File: src/rtl/ccfp_pkg.sv
// ============================================================================
// ccfp_pkg: shared types and constants of the coordinate frame parser
// Frame geometry, kind codes, result layout and the front-to-back record.
// ============================================================================
package ccfp_pkg;

  // Frame geometry
  localparam int FRAME_LENGTH = 9;   // bytes per frame, kind byte included
  localparam int KEEP_BYTES   = 9;   // buffer bytes that feed the result
  localparam int COUNT_W      = 4;
  localparam int DATA_BYTES   = 8;   // frame bytes after the kind byte
  localparam int QUEUE_DEPTH  = 2;

  // Received kind byte values
  localparam logic [7:0] KIND_BYTE_RECT   = 8'h08;
  localparam logic [7:0] KIND_BYTE_CENTER = 8'h02;
  localparam logic [7:0] HEADER_RESET     = 8'h2c;

  // Result layout: kind, eight corner bytes, two center bytes, zero pad
  localparam int KIND_W   = 2;
  localparam int OUT_W    = 88;
  localparam int OUT_USED = KIND_W + 8 * (DATA_BYTES + 2);

  typedef enum logic [KIND_W-1:0] {
    KIND_RECT_UPD   = 2'd0,
    KIND_CENTER_UPD = 2'd1,
    KIND_OTHER      = 2'd2
  } kind_t;

  // Completed frame handed from front to back
  typedef struct packed {
    kind_t                           kind;
    logic [DATA_BYTES-1:0][7:0]      data;   // data[i] is frame byte i+1
  } frame_rec_t;

endpackage

File: src/rtl/ccfp_front.sv
// ============================================================================
// ccfp_front: byte tracker and frame classifier
// Finds frame starts after the header byte, collects frame bytes and pushes
// one classified record per completed frame.
// ============================================================================
module ccfp_front (
  input  logic                   clk,
  input  logic                   rst,
  input  logic                   accept,
  input  logic [7:0]             rx_byte,
  input  logic [7:0]             header_byte,
  output logic                   push,
  output ccfp_pkg::frame_rec_t   rec
);

  localparam logic [ccfp_pkg::COUNT_W-1:0] LAST_IDX =
    ccfp_pkg::COUNT_W'(ccfp_pkg::FRAME_LENGTH - 1);

  logic                          in_frame;
  logic [ccfp_pkg::COUNT_W-1:0]  byte_count;
  logic [7:0]                    previous_byte;
  logic [7:0]                    frame_buffer [ccfp_pkg::KEEP_BYTES];

  logic                          start;
  logic                          active;
  logic                          last;
  logic [ccfp_pkg::COUNT_W-1:0]  cnt;
  logic [7:0]                    cur_bytes [ccfp_pkg::KEEP_BYTES];

  // Frame position of the current byte
  always_comb begin
    start  = !in_frame && (previous_byte == header_byte);
    active = in_frame || start;
    cnt    = start ? '0 : byte_count;
    last   = (cnt == LAST_IDX);
  end

  // Buffer as it stands with the current byte written in
  always_comb begin
    for (int i = 0; i < ccfp_pkg::KEEP_BYTES; i++) begin
      if (active && (cnt == ccfp_pkg::COUNT_W'(i))) begin
        cur_bytes[i] = rx_byte;
      end else begin
        cur_bytes[i] = frame_buffer[i];
      end
    end
  end

  // Classify the kind byte
  always_comb begin
    if (cur_bytes[0] == ccfp_pkg::KIND_BYTE_RECT) begin
      rec.kind = ccfp_pkg::KIND_RECT_UPD;
    end else if (cur_bytes[0] == ccfp_pkg::KIND_BYTE_CENTER) begin
      rec.kind = ccfp_pkg::KIND_CENTER_UPD;
    end else begin
      rec.kind = ccfp_pkg::KIND_OTHER;
    end
    for (int i = 0; i < ccfp_pkg::DATA_BYTES; i++) begin
      rec.data[i] = cur_bytes[i + 1];
    end
  end

  assign push = accept && active && last;

  // Control state
  always_ff @(posedge clk) begin
    if (rst) begin
      in_frame      <= 1'b0;
      byte_count    <= '0;
      previous_byte <= '0;
    end else if (accept) begin
      previous_byte <= rx_byte;
      if (active) begin
        in_frame   <= !last;
        byte_count <= last ? '0 : cnt + 1'b1;
      end
    end
  end

  // Frame buffer; cleared on reset
  always_ff @(posedge clk) begin
    if (rst) begin
      for (int i = 0; i < ccfp_pkg::KEEP_BYTES; i++) begin
        frame_buffer[i] <= '0;
      end
    end else if (accept) begin
      for (int i = 0; i < ccfp_pkg::KEEP_BYTES; i++) begin
        frame_buffer[i] <= cur_bytes[i];
      end
    end
  end

endmodule

File: src/rtl/ccfp_queue.sv
// ============================================================================
// ccfp_queue: short record queue between front and back
// Register-based FIFO with simultaneous push and pop.
// ============================================================================
module ccfp_queue (
  input  logic                   clk,
  input  logic                   rst,
  input  logic                   push,
  input  ccfp_pkg::frame_rec_t   push_rec,
  output logic                   full,
  input  logic                   pop,
  output logic                   not_empty,
  output ccfp_pkg::frame_rec_t   head_rec
);

  localparam int PTR_W = (ccfp_pkg::QUEUE_DEPTH > 1) ? $clog2(ccfp_pkg::QUEUE_DEPTH) : 1;
  localparam int CNT_W = $clog2(ccfp_pkg::QUEUE_DEPTH + 1);
  localparam logic [PTR_W-1:0] PTR_LAST = PTR_W'(ccfp_pkg::QUEUE_DEPTH - 1);
  localparam logic [CNT_W-1:0] CNT_FULL = CNT_W'(ccfp_pkg::QUEUE_DEPTH);

  ccfp_pkg::frame_rec_t  entries [ccfp_pkg::QUEUE_DEPTH];
  logic [PTR_W-1:0]      wr_ptr;
  logic [PTR_W-1:0]      rd_ptr;
  logic [CNT_W-1:0]      count;
  logic                  do_push;
  logic                  do_pop;

  assign full      = (count == CNT_FULL);
  assign not_empty = (count != '0);
  assign do_push   = push && !full;
  assign do_pop    = pop && not_empty;
  assign head_rec  = entries[rd_ptr];

  // Pointers and fill count
  always_ff @(posedge clk) begin
    if (rst) begin
      wr_ptr <= '0;
      rd_ptr <= '0;
      count  <= '0;
    end else begin
      if (do_push) begin
        wr_ptr <= (wr_ptr == PTR_LAST) ? '0 : wr_ptr + 1'b1;
      end
      if (do_pop) begin
        rd_ptr <= (rd_ptr == PTR_LAST) ? '0 : rd_ptr + 1'b1;
      end
      if (do_push && !do_pop) begin
        count <= count + 1'b1;
      end else if (do_pop && !do_push) begin
        count <= count - 1'b1;
      end
    end
  end

  // Entry storage
  always_ff @(posedge clk) begin
    if (do_push) begin
      entries[wr_ptr] <= push_rec;
    end
  end

endmodule

File: src/rtl/ccfp_back.sv
// ============================================================================
// ccfp_back: coordinate update and result register
// Applies each frame record to the held coordinates and presents the result.
// ============================================================================
module ccfp_back (
  input  logic                                 clk,
  input  logic                                 rst,
  input  logic                                 rec_valid,
  input  ccfp_pkg::frame_rec_t                 rec,
  output logic                                 pop,
  output logic                                 out_valid,
  input  logic                                 out_ready,
  output logic [ccfp_pkg::OUT_W-1:0]           out_data
);

  localparam int PAD_W = ccfp_pkg::OUT_W - ccfp_pkg::OUT_USED;

  logic [ccfp_pkg::DATA_BYTES-1:0][7:0]  rect_coords;
  logic [1:0][7:0]                       center_coords;
  logic [ccfp_pkg::DATA_BYTES-1:0][7:0]  rect_next;
  logic [1:0][7:0]                       center_next;

  assign pop = rec_valid && (!out_valid || out_ready);

  // Coordinates after this record
  always_comb begin
    rect_next   = rect_coords;
    center_next = center_coords;
    case (rec.kind)
      ccfp_pkg::KIND_RECT_UPD:   rect_next   = rec.data;
      ccfp_pkg::KIND_CENTER_UPD: center_next = rec.data[1:0];
      default:                   ;
    endcase
  end

  // Held coordinates
  always_ff @(posedge clk) begin
    if (rst) begin
      rect_coords   <= '0;
      center_coords <= '0;
    end else if (pop) begin
      rect_coords   <= rect_next;
      center_coords <= center_next;
    end
  end

  // Result register
  always_ff @(posedge clk) begin
    if (rst) begin
      out_valid <= 1'b0;
    end else if (pop) begin
      out_valid <= 1'b1;
    end else if (out_ready) begin
      out_valid <= 1'b0;
    end
  end

  always_ff @(posedge clk) begin
    if (pop) begin
      out_data <= {{PAD_W{1'b0}}, center_next, rect_next, rec.kind};
    end
  end

endmodule

File: src/rtl/camera_coordinate_frame_parser.sv
// ============================================================================
// camera_coordinate_frame_parser: serial coordinate frame decoder
// Finds header-led frames in a byte stream and reports held coordinates.
// ============================================================================
// Input stream s_*: one received byte per beat. A frame opens on the byte
// after a byte equal to the header register and runs nine bytes: a kind byte
// and eight data bytes. Kind 8 loads the four rectangle corners, kind 2 loads
// the center point, anything else changes nothing.
// Output stream m_*: one beat per completed frame with the kind code and all
// held coordinates after the update.
// Throughput: one byte per cycle while the record queue is not full.
// Result path: a completed frame is written into the record queue, then
// loaded into the result register.
// Receiver stall: the result register holds; records collect in a two-entry
// queue and s_tready drops only while that queue is full.
// Reset (synchronous, rst high): no frame open, previous byte and all
// coordinates zero, header register back to 0x2c.
// cfg_we/cfg_data write the header register; write it only while idle.
module camera_coordinate_frame_parser (
  input  logic                          clk,
  input  logic                          rst,
  input  logic                          cfg_we,
  input  logic [7:0]                    cfg_data,
  input  logic                          s_tvalid,
  output logic                          s_tready,
  input  logic [7:0]                    s_tdata,   // [7:0] rx_byte
  output logic                          m_tvalid,
  input  logic                          m_tready,
  // [1:0] frame_kind, [9:2] corner1_x, [17:10] corner1_y, [25:18] corner2_x,
  // [33:26] corner2_y, [41:34] corner3_x, [49:42] corner3_y,
  // [57:50] corner4_x, [65:58] corner4_y, [73:66] center_x,
  // [81:74] center_y, [87:82] zero
  output logic [ccfp_pkg::OUT_W-1:0]    m_tdata
);

  logic                  header_byte_en;
  logic [7:0]            header_byte;
  logic                  accept;
  logic                  push;
  logic                  q_full;
  logic                  q_valid;
  logic                  pop;
  ccfp_pkg::frame_rec_t  push_rec;
  ccfp_pkg::frame_rec_t  head_rec;

  assign header_byte_en = cfg_we;

  // Header register
  always_ff @(posedge clk) begin
    if (rst) begin
      header_byte <= ccfp_pkg::HEADER_RESET;
    end else if (header_byte_en) begin
      header_byte <= cfg_data;
    end
  end

  assign s_tready = !q_full;
  assign accept   = s_tvalid && s_tready;

  ccfp_front u_front (
    .clk         (clk),
    .rst         (rst),
    .accept      (accept),
    .rx_byte     (s_tdata),
    .header_byte (header_byte),
    .push        (push),
    .rec         (push_rec)
  );

  ccfp_queue u_queue (
    .clk       (clk),
    .rst       (rst),
    .push      (push),
    .push_rec  (push_rec),
    .full      (q_full),
    .pop       (pop),
    .not_empty (q_valid),
    .head_rec  (head_rec)
  );

  ccfp_back u_back (
    .clk       (clk),
    .rst       (rst),
    .rec_valid (q_valid),
    .rec       (head_rec),
    .pop       (pop),
    .out_valid (m_tvalid),
    .out_ready (m_tready),
    .out_data  (m_tdata)
  );

endmodule

File: config.mk
export PLATFORM = sky130hd
export DESIGN_NAME = camera_coordinate_frame_parser
export DESIGN_NICKNAME = d
export VERILOG_FILES = /design/src/rtl/ccfp_pkg.sv /design/src/rtl/ccfp_front.sv /design/src/rtl/ccfp_queue.sv /design/src/rtl/ccfp_back.sv /design/src/rtl/camera_coordinate_frame_parser.sv
export SDC_FILE = /design/constraint.sdc
export NUM_CORES = 1
export LEC_CHECK = 0
export BUFFER_PORTS_ARGS = -buffer_cell sky130_fd_sc_hd__buf_2
export CORE_MARGIN = 1.5
export CORE_UTILIZATION = 54
export DETAILED_ROUTE_END_ITERATION = 12
export PLACE_DENSITY = 0.75
export SETUP_SLACK_MARGIN = 0.1
export SYNTH_ARGS = -nofsm -noshare
export SYNTH_HDL_FRONTEND = slang
export SYNTH_SLANG_ARGS = --single-unit
File: constraint.sdc
create_clock -name clk -period 6.4 [get_ports clk]
set_input_delay 0.96 -clock clk [delete_from_list [all_inputs] [get_ports clk]]
set_output_delay 0.96 -clock clk [all_outputs]
set_load 0.01 [all_outputs]
Word-level counts from Yosys, hierarchy flattened
Memories as Yosys holds them, arrays and structs flattened. A register that Yosys moved wholly into a read port is not among the register bits.
Index checks and enable logic that the tools add are counted.

cells by class
  bitwise operators = 9
  equal/unequal tests = 13
  add/sub/neg operators = 5
  reductions and logical operators = 32
  muxes and demuxes = 39

operators by type and width
  cell                                                             count
  8-bit two-way mux                                                18
  64-bit two-way mux                                               1
  1-bit logical AND                                                18
  4-bit by 3-bit == test with 1-bit output, second input constant  4
  16-bit two-way mux                                               1
  1-bit two-way mux                                                13
  1-bit OR                                                         9
  4-bit by 2-bit == test with 1-bit output, second input constant  2
  8-bit by 2-bit == test with 1-bit output, second input constant  1
  8-bit by 4-bit == test with 1-bit output, second input constant  1
  8-bit == test                                                    1
  2-bit two-way mux                                                4
  4-bit two-way mux                                                2
  1-bit logical NOT                                                6
  2-bit nonzero test                                               3
  4-bit by 1-bit adder with 4-bit output, second input constant    1
  4-bit by 1-bit == test with 1-bit output, second input constant  1
  4-bit == test, second input constant                             1
  4-bit logical NOT                                                1
  1-bit adder, second input constant                               2
  2-bit by 1-bit adder with 2-bit output, second input constant    1
  2-bit by 1-bit == test with 1-bit output, second input constant  1
  2-bit == test, second input constant                             1
  2-bit logical NOT                                                1
  other kinds (3)                                                  4

word-level totals
  bits in registers = 188
  output and inout bits = 90
  memories kept = 2
  memory bits (writable) = 204
  word-level logic and storage cells = 119

memories
  memory                words  bits a word  read ports  clocked after Yosys merged registers in  wr ports  RTL line          RTL
  u_queue.entries       2      66           1           1                                        1         ccfp_queue.sv:21  ccfp_pkg::frame_rec_t entries [ccfp_pkg::QUEUE_DEPTH];
  u_front.frame_buffer  9      8            9           0                                        9         ccfp_front.sv:22  logic [7:0] frame_buffer [ccfp_pkg::KEEP_BYTES];

Longest topological paths before layout
Gate-level depths: netlist of the first run.

  depth after elaboration = 10
  mapped depth = 11
  gate-level depth less buffers = 11

Cells and area by module
From an unflattened synthesis of the first run, not the netlist that was laid out.

second synthesis, totals
  cells, all modules = 1218
  area total of the unflattened synthesis = 17448.0 µm²

by module, submodules not included
  module                          cells each  seq. area each (µm²)  instances  area each (µm²)
  ccfp_back                       517         4083.9                1          7010.5
  ccfp_front                      443         2422.3                1          5141.2
  ccfp_queue                      230         4063.9                1          4989.8
  camera_coordinate_frame_parser  28          160.2                 1          306.5

Least setup slack after synthesis of the first run
OpenSTA, ideal clock, no wires.

  kind = register to register
  start point = register header_byte[7]
  end point = memory u_queue.entries[0][0] (netlist bit), enable pin
  cell stages (with the launch flop) = 8
  arrival time = 6.228 ns
  path slack = -0.398 ns
  buffers on the path = 0
  path through = dfxtp_1 -> xnor2_1 -> nand4_2 -> or3_1 -> nand2_1 -> ha_1 -> nand3_1 -> nor3_1

on the way
  cells in the longest elaborated chain, start to end = 8
  elaborated cells between the ends (all ways) = 10
  those cells by class = 2 x eq/ne; 3 x mux; 5 x reduce/logical

ends and longest elaborated chain
  what                                                   RTL line                              RTL
  from (decl)                                            camera_coordinate_frame_parser.sv:37  logic [7:0] header_byte;
  from (signal assigned)                                 camera_coordinate_frame_parser.sv:51  header_byte <= ccfp_pkg::HEADER_RESET;
  from (signal assigned)                                 camera_coordinate_frame_parser.sv:53  header_byte <= cfg_data;
  8-bit == test *                                        ccfp_front.sv:32                      start = !in_frame && (previous_byte == header_byte);
  1-bit logical AND *                                    ccfp_front.sv:32
  4-bit two-way mux or 1-bit logical OR (tied branches)  ccfp_front.sv:34, ccfp_front.sv:33
  4-bit == test or 1-bit logical AND (tied branches)     ccfp_front.sv:35, ccfp_front.sv:63
  1-bit logical AND *                                    ccfp_front.sv:63                      assign push = accept && active && last;
  1-bit logical AND *                                    ccfp_queue.sv:30                      assign do_push = push && !full;
  1-bit two-way mux *                                    ccfp_queue.sv:57                      if (do_push) begin
  1-bit two-way mux (not written as such) *              ccfp_queue.sv:58                      entries[wr_ptr] <= push_rec;
  to (decl)                                              ccfp_queue.sv:21

Mark *: on every way between the ends. The rest lies on a longest branch, timed or not.

Final worst setup path of the first run
  start point = register u_front.previous_byte[1]
  end point = memory u_queue.entries[1][30] (netlist bit), enable pin

on the way
  cells in the longest elaborated chain, start to end = 8
  elaborated cells between the ends (all ways) = 10
  those cells by class = 2 x eq/ne; 3 x mux; 5 x reduce/logical

ends and longest elaborated chain
  what                                                   RTL line                            RTL
  from (decl)                                            ccfp_front.sv:21                    logic [7:0] previous_byte;
  from (signal assigned)                                 ccfp_front.sv:72                    previous_byte <= rx_byte;
  8-bit == test *                                        ccfp_front.sv:32
  1-bit logical AND *                                    ccfp_front.sv:32
  4-bit two-way mux or 1-bit logical OR (tied branches)  ccfp_front.sv:34, ccfp_front.sv:33
  4-bit == test or 1-bit logical AND (tied branches)     ccfp_front.sv:35, ccfp_front.sv:63
  1-bit logical AND *                                    ccfp_front.sv:63
  1-bit logical AND *                                    ccfp_queue.sv:30
  net u_queue.do_push                                    ccfp_queue.sv:25                    logic do_push;
  1-bit two-way mux *                                    ccfp_queue.sv:57
  1-bit two-way mux (not written as such) *              ccfp_queue.sv:58

Mark *: on every way through the listed nets, which the timed path passes. The rest lies on a longest branch.

==> results of run 1 <==
worst reg2reg max path: cells and delay by family (launching register included):
| kind | cells | cell delay, ns |
|---|---|---|
| AND/OR/NAND/NOR | 6 | 2.43 |
| buffers and inverters | 1 | 0.52 |
| flip-flops | 1 | 0.32 |
| adder cells (fa/ha/maj) | 1 | 0.24 |
| XOR/XNOR | 1 | 0.20 |
cells in the final DEF (no fill, tap or decap), types with 3 or more instances in the layout:
master	count
clkbuf_16	39
nand2_1	198
nor2b_1	4
nand3_1	4
and2_1	42
buf_4	12
clkinvlp_4	3
clkinv_2	7
nand2b_1	5
a21oi_1	92
conb_1	6
clkinv_1	5
mux2_4	5
a211oi_1	16
ha_1	5
xnor2_1	10
o21ai_4	3
nor3_1	3
bufinv_16	4
nor2_1	47
clkbuf_1	8
dfxtp_1	106
mux2_2	158
xor2_1	4
inv_1	21
mux2i_1	71
buf_2	103
a211o_1	3
edfxtp_1	286
logic make-up after synthesis:
| group | Yosys count | synth area share |
|---|---|---|
| other | 1 | 0.000233 |
| buffers and inverters | 102 | 0.0292 |
| adders and majority gates | 5 | 0.00389 |
| xor gates and xnor gates | 14 | 0.00762 |
| AOI/OAI and AO/OA | 128 | 0.0467 |
| and+or+nand+nor | 318 | 0.0863 |
| muxes | 234 | 0.159 |
| DFF | 393 | 0.667 |
state kept, by name (all words and copies together), names as in the netlist, named ones only:
signal,cells
u_back.out_data,82
u_queue.rd_ptr,1
u_queue.count,2
u_front.in_frame,1
u_back.rect_coords,64
u_front.byte_count,4
u_back.out_valid,1
u_queue.entries,132
u_queue.wr_ptr,1
u_front.frame_buffer,72
u_front.previous_byte,8
u_back.center_coords,16
header_byte,8
final cells by class:
cell class	instances	area [um2]
Clock buffer	50	1040
Clock inverter	21	229
Fill cell	2205	11300
Inverter	22	85.1
Multi-Input combinational cell	705	4960
Sequential cell	393	10700
Tap cell	390	488
Timing Repair Buffer	115	606
metal layers:
| layer | vias up | GRT usage |
|---|---|---|
| met5 | - | 0 |
| met4 | 0 | 0.0598 |
| met3 | 51 | 0.0294 |
| met2 | 217 | 0.337 |
| met1 | 4624 | 0.268 |
| li1 | 4426 | - |
power breakdown:
group	internal (W)	switching, W
logic	0.000399	0.000800
registers	0.00310	0.0000940
clock network	0.00132	0.000925
worst paths after layout:
check | slack [ns] | endpoint | startpoint
setup reg to reg | 2.33 | u_queue.entries[1][30] | u_front.previous_byte[1]
hold / removal | 0.45 | u_back.rect_coords[37] | u_back.rect_coords[37]
setup / recovery | 2.33 | u_queue.entries[1][30] | u_front.previous_byte[1]
hold reg to reg | 0.45 | u_back.rect_coords[37] | u_back.rect_coords[37]
per-stage QoR:
stage	setup slack [ns]	hold WS, ns
after floorplan	1.65	0.433
after global placement	2.40	0.438
after detailed placement	2.26	0.446
after CTS	2.24	0.454
after global routing	1.98	0.469
final	2.33	0.452
==> results.txt, run 1 <==
Vias per inst -> 5.49
Total iterations of the first detailed-routing run -> 5
CP Depth -> 9
DRT iter0 DRCs -> 640
Critical-path cell list -> xnor2_1, nand4_2, or3_1, nand2_1, ha_1, nand3_1, nor2_1, and2_2, buf_4
CP Max Fanout -> 41
Hold_buf cts -> 0
Clock Tree Buf Depth -> 3
Startpoint types -> flop
Post-synth top flop -> edfxtp_1
Reg2reg path depth -> 9
Layout cells sized above 1 -> 0.267
Setup tns final -> 0 ns
CTS clk-pin slew, worst paths -> 0.06 ns
First-pass GRT wire length -> 48100 um
Initial antenna violation count -> 0
Clock Latency Late Sink -> 0.54 ns
Mapped Cells -> 1195
Largest stage delay on the critical path -> 0.91 ns
DR vias -> 9318
Synth warn -> 0
Max_cap viols -> 0
Non-Filler Instances -> 1696
Post-synthesis sequential area ratio -> 0.667
DIE AREA -> 30800 um2
Site row count -> 63
Worst-margin pin slew -> 1.07 ns
Post-synth ARST share -> 0
Placer Congestion -> 0.784
DRC violations left -> 0
Placed cells -> 1625
Post CTS Setup Buffer Count -> 0
Type of the most critical hold path -> flop to flop
Final Hold Viols -> 0
Total GRT Usage -> 0.199
Setup CP Type -> flop to flop
Chip height -> 176 um
Mapped Area -> 16100 um2
CTS sink cnt -> 393
Tmin final -> 4.07 ns
Starting density of the core -> 0.546
DR WL met3 -> 1280 um
Peak Freq -> 246 MHz
Largest net degree at the start of global routing -> 84
CTS tree -> built
Synth top cells by count -> 286 x edfxtp_1, 198 x nand2_1, 158 x mux2_2, 107 x dfxtp_1, 93 x a21oi_1
Pleak -> 6.63 nW
Final #Nets -> 1302
Worst VDD drop -> 0.199 mV
# IOs -> 111
Status -> completed
Final Cell Area -> 18100 um2
Largest cells by area after synthesis -> edfxtp_1 53%, dfxtp_1 13%, mux2_2 11%
Pwr/cell area -> 366 nW/um2
Syn Area/Cell -> 13.5 um2
Critical path endpoint category -> flop
Yosys cell types -> 45
Slew headroom -> 0.289
Met2 wire len -> 15000 um
Routed WL -> 30600 um
Area Growth Syn to Fin -> 12.7%
Final ANT Viol Nets -> 0
Crit-path slowest cell -> and2_2
Num CTS Buffers -> 39
Wire per inst -> 18.1 um
Worst path arrival time -> 4.24 ns
PortBufs -> 104
Synth top area share -> 0.534
Min-Delay Path Depth -> 2
Top layer in use -> met4
Crit path max-delay family -> simple AND/OR/NAND/NOR gates
CTS Root Cell -> clkbuf_16
Die width -> 176 um
Detailed Place HPWL -> 18000 um
Final Skew -> 0.0290 ns
Core area -> 29500 um2
EDFF count, synth -> 286
RSZ-0062 raised after global routing -> no
Via count of the first global-routing pass -> 9133
GR Overflow Total -> 0
Post-place instance area -> 16900 um2
WP buf/inv -> 1
Count leader, synth -> edfxtp_1
Post-CTS Resized -> 0
Utilization after layout -> 0.615
PnR Total Power -> 0.00664 W
Final setup fails -> 0
Final slew viol count -> 0
Period utilisation layout -> 0.636
Ant diodes -> 0
CP Data Required Time -> 6.57 ns
H-tree depth -> 2
DRT met1 WL -> 13700 um
Seq cells post-synth -> 393
Synth area leader -> edfxtp_1
No activity file was read; power rests on OpenSTA's default activity.
==> run 2, diff against run 1 <==
Settings changed: ABC_AREA set to 1.
Clock period 6.4 ns to 3.3 ns, I/O delays scaled along.
==> run 2 against run 1 <==
Net effect: design area up 3.4%; sequential share of layout area shrank 1.9 points; clock power is 97% higher; setup slack lost 1.6 ns; clock-buffer cell count increased by 7.
==> results.txt, run 2 <==
Status -> completed (unchanged)
Vias per inst -> 5.19 (was 5.49)
Reg with most FFs -> u_queue.entries (unchanged)
H-tree depth -> 2 (unchanged)
Clock Tree Buf Depth -> 3 (unchanged)
Most frequent cells in the layout -> 372 x inv_1, 286 x edfxtp_1, 233 x nand2_1 (was 286 x edfxtp_1, 198 x nand2_1, 158 x mux2_2)
CP Launch Point -> u_front.previous_byte[3] (was u_front.previous_byte[1])
Wire per inst -> 15.6 um (was 18.1 um)
Non-Filler Instances -> 2151 (was 1696)
Final ANT Viol Nets -> 0 (unchanged)
Initial antenna violation count -> 0 (unchanged)
Routed WL -> 33600 um (was 30600 um)
Synth warn -> 0 (unchanged)
Final slew viol count -> 0 (unchanged)
Number of flip-flops in the largest register -> 132 (unchanged)
Post-synthesis sequential area ratio -> 0.649 (was 0.667)
Mapped Cells -> 1645 (was 1195)
Final #Nets -> 1756 (was 1302)
Site row count -> 63 (unchanged)
Slew headroom -> 0.317 (was 0.289)
Pwr/cell area -> 876 nW/um2 (was 366 nW/um2)
Setup slack after layout -> 0.739 ns (was 2.33 ns)
Peak Freq -> 391 MHz (was 246 MHz)
Tmin final -> 2.56 ns (was 4.07 ns)
First-pass GRT wire length -> 53300 um (was 48100 um)
Setup tns final -> 0 ns (unchanged)
Largest cells by area after synthesis -> edfxtp_1 52%, dfxtp_1 13%, inv_1 8.5% (was edfxtp_1 53%, dfxtp_1 13%, mux2_2 11%)
Synth top cells by count -> 373 x inv_1, 286 x edfxtp_1, 236 x nand2_1, 122 x o21ai_0, 107 x dfxtp_1 (was 286 x edfxtp_1, 198 x nand2_1, 158 x mux2_2, 107 x dfxtp_1, 93 x a21oi_1)
Most common cell after layout, fill and taps aside -> inv_1 (was edfxtp_1)
DRT iter0 DRCs -> 1159 (was 640)
Placer Congestion -> 0.822 (was 0.784)
Synth area leader -> edfxtp_1 (unchanged)
EDFF count, synth -> 286 (unchanged)
Detailed Place HPWL -> 21100 um (was 18000 um)
Pre-CTS setup slack -> 0.732 ns (was 2.26 ns)
Placed cells -> 2078 (was 1625)
Period utilisation layout -> 0.776 (was 0.636)
PnR Total Power -> 0.0164 W (was 0.00664 W)
Pleak -> 8.46 nW (was 6.63 nW)
Yosys cell types -> 37 (was 45)
Critical path endpoint category -> flop (unchanged)
CTS sink cnt -> 393 (unchanged)
# IOs -> 111 (unchanged)
Max_cap viols -> 0 (unchanged)
Final Cell Area -> 18700 um2 (was 18100 um2)
DRC violations left -> 0 (unchanged)
Startpoint types -> flop (unchanged)
FF-to-FF Start -> u_front.previous_byte[3] (was u_front.previous_byte[1])
Num CTS Buffers -> 40 (was 39)
Largest net degree at the start of global routing -> 127 (was 84)
CTS clk-pin slew, worst paths -> 0.06 ns (about the same)
Hold wc startpoint -> cfg_data[5] (was u_back.rect_coords[37])
Worst path arrival time -> 2.70 ns (was 4.24 ns)
RSZ-0062 raised after global routing -> no (unchanged)
Setup CP Type -> flop to flop (unchanged)
Final setup fails -> 0 (unchanged)
CP Max Fanout -> 42 (was 41)
CTS Root Cell -> clkbuf_16 (unchanged)
Total iterations of the first detailed-routing run -> 5 (unchanged)
Post-place instance area -> 17400 um2 (was 16900 um2)
Starting density of the core -> 0.554 (was 0.546)
Layout cells sized above 1 -> 0.142 (was 0.267)
Post-synth top flop -> edfxtp_1 (unchanged)
GR Overflow Total -> 0 (unchanged)
Count leader, synth -> inv_1 (was edfxtp_1)
Final Skew -> 0.0218 ns (was 0.0290 ns)
Worst-margin pin slew -> 1.02 ns (was 1.07 ns)
Seq cells post-synth -> 393 (unchanged)
Post-synth ARST share -> 0 (unchanged)
Die width -> 178 um (was 176 um)
Total GRT Usage -> 0.216 (was 0.199)
Largest regs -> u_queue.entries: 132 flops, u_back.out_data: 82 flops, u_front.frame_buffer: 72 flops (unchanged)
Type of the most critical hold path -> input pin to flop (was flop to flop)
Synth top area share -> 0.519 (was 0.534)
DIE AREA -> 31700 um2 (was 30800 um2)
Worst VDD drop -> 0.567 mV (was 0.199 mV)
Via count of the first global-routing pass -> 10528 (was 9133)
Chip height -> 178 um (was 176 um)
Ant diodes -> 0 (unchanged)
Final Hold Viols -> 0 (unchanged)
Mapped Area -> 16500 um2 (was 16100 um2)
CP Data Required Time -> 3.44 ns (was 6.57 ns)
Area Growth Syn to Fin -> 13.3% (was 12.7%)
Core area -> 29900 um2 (was 29500 um2)
DR vias -> 11169 (was 9318)
Hold_buf cts -> 0 (unchanged)
Post CTS Setup Buffer Count -> 0 (unchanged)
CTS tree -> built (unchanged)
Clock Latency Late Sink -> 0.52 ns (was 0.54 ns)
PortBufs -> 104 (unchanged)
Post-CTS Resized -> 0 (unchanged)
Syn Area/Cell -> 10.1 um2 (was 13.5 um2)
==> run 2: cell families (layout without fill, tap and decap cells) <==
kind of cell	after synthesis	in the layout	share of synthesized area
AO/OA/AOI/OAI	367	367	0.121
other	1	6	0.000227
XOR/XNOR	5	5	0.00265
adder cells (fa/ha/maj)	5	5	0.00378
flip-flops	393	393	0.649
multiplexers	17	17	0.0115
AND/OR/NAND/NOR	389	389	0.0984
buffers and inverters	468	579	0.113
==> run 2: worst max-delay path, stage by stage (launching register included) <==
cell and delay (ns):
dfxtp_1 0.32, xnor2_1 0.17, nand2_1 0.08, nor2_1 0.09
nand2_1 0.12, nand2_2 0.12, inv_4 0.09, nor2_2 0.12
inv_1 0.15, nor2_2 0.24, nand2_1 0.10, inv_2 0.07
buf_4 0.48
==> run 2: layout make-up <==
cell class	instances	area (um2)
flip-flops and latches	393	10700
inverters	384	1450
well taps	390	488
repair buffers	122	718
fillers	2285	11100
multi-input cells	789	4040
clock inverters	16	148
clock buffers	57	1170
==> run 2: where the power goes <==
group | switching (W) | internal, W | leakage, nW
Sequential | 0.000326 | 0.00701 | 3.68
Combinational | 0.00321 | 0.00144 | 4.12
Clock | 0.00179 | 0.00263 | 0.657
Total | 0.00533 | 0.0111 | 8.46
==> run 2: final timing paths <==
check        slack [ns]  depth (start not counted)                     end
min reg2reg        0.45                          1                    flop
min                0.20                          3          header_byte[5]
max                0.74                         12  u_queue.entries[1][33]
max reg2reg        0.74                         12  u_queue.entries[1][33]
==> run 2: through the flow <==
stage / utilization / hold WS, ns
floorplan: - / 0.426
finish: 0.627 / 0.199
CTS: 0.627 / 0.191
global placement: 0.583 / 0.424
global route: 0.627 / 0.204
detailed placement: 0.583 / 0.437
==> run 2: layer usage <==
metal | GRT usage | part of all wire
met5 | 0 | 0
met4 | 0.0574 | 0.019
met3 | 0.0318 | 0.066
met2 | 0.352 | 0.46
met1 | 0.303 | 0.45
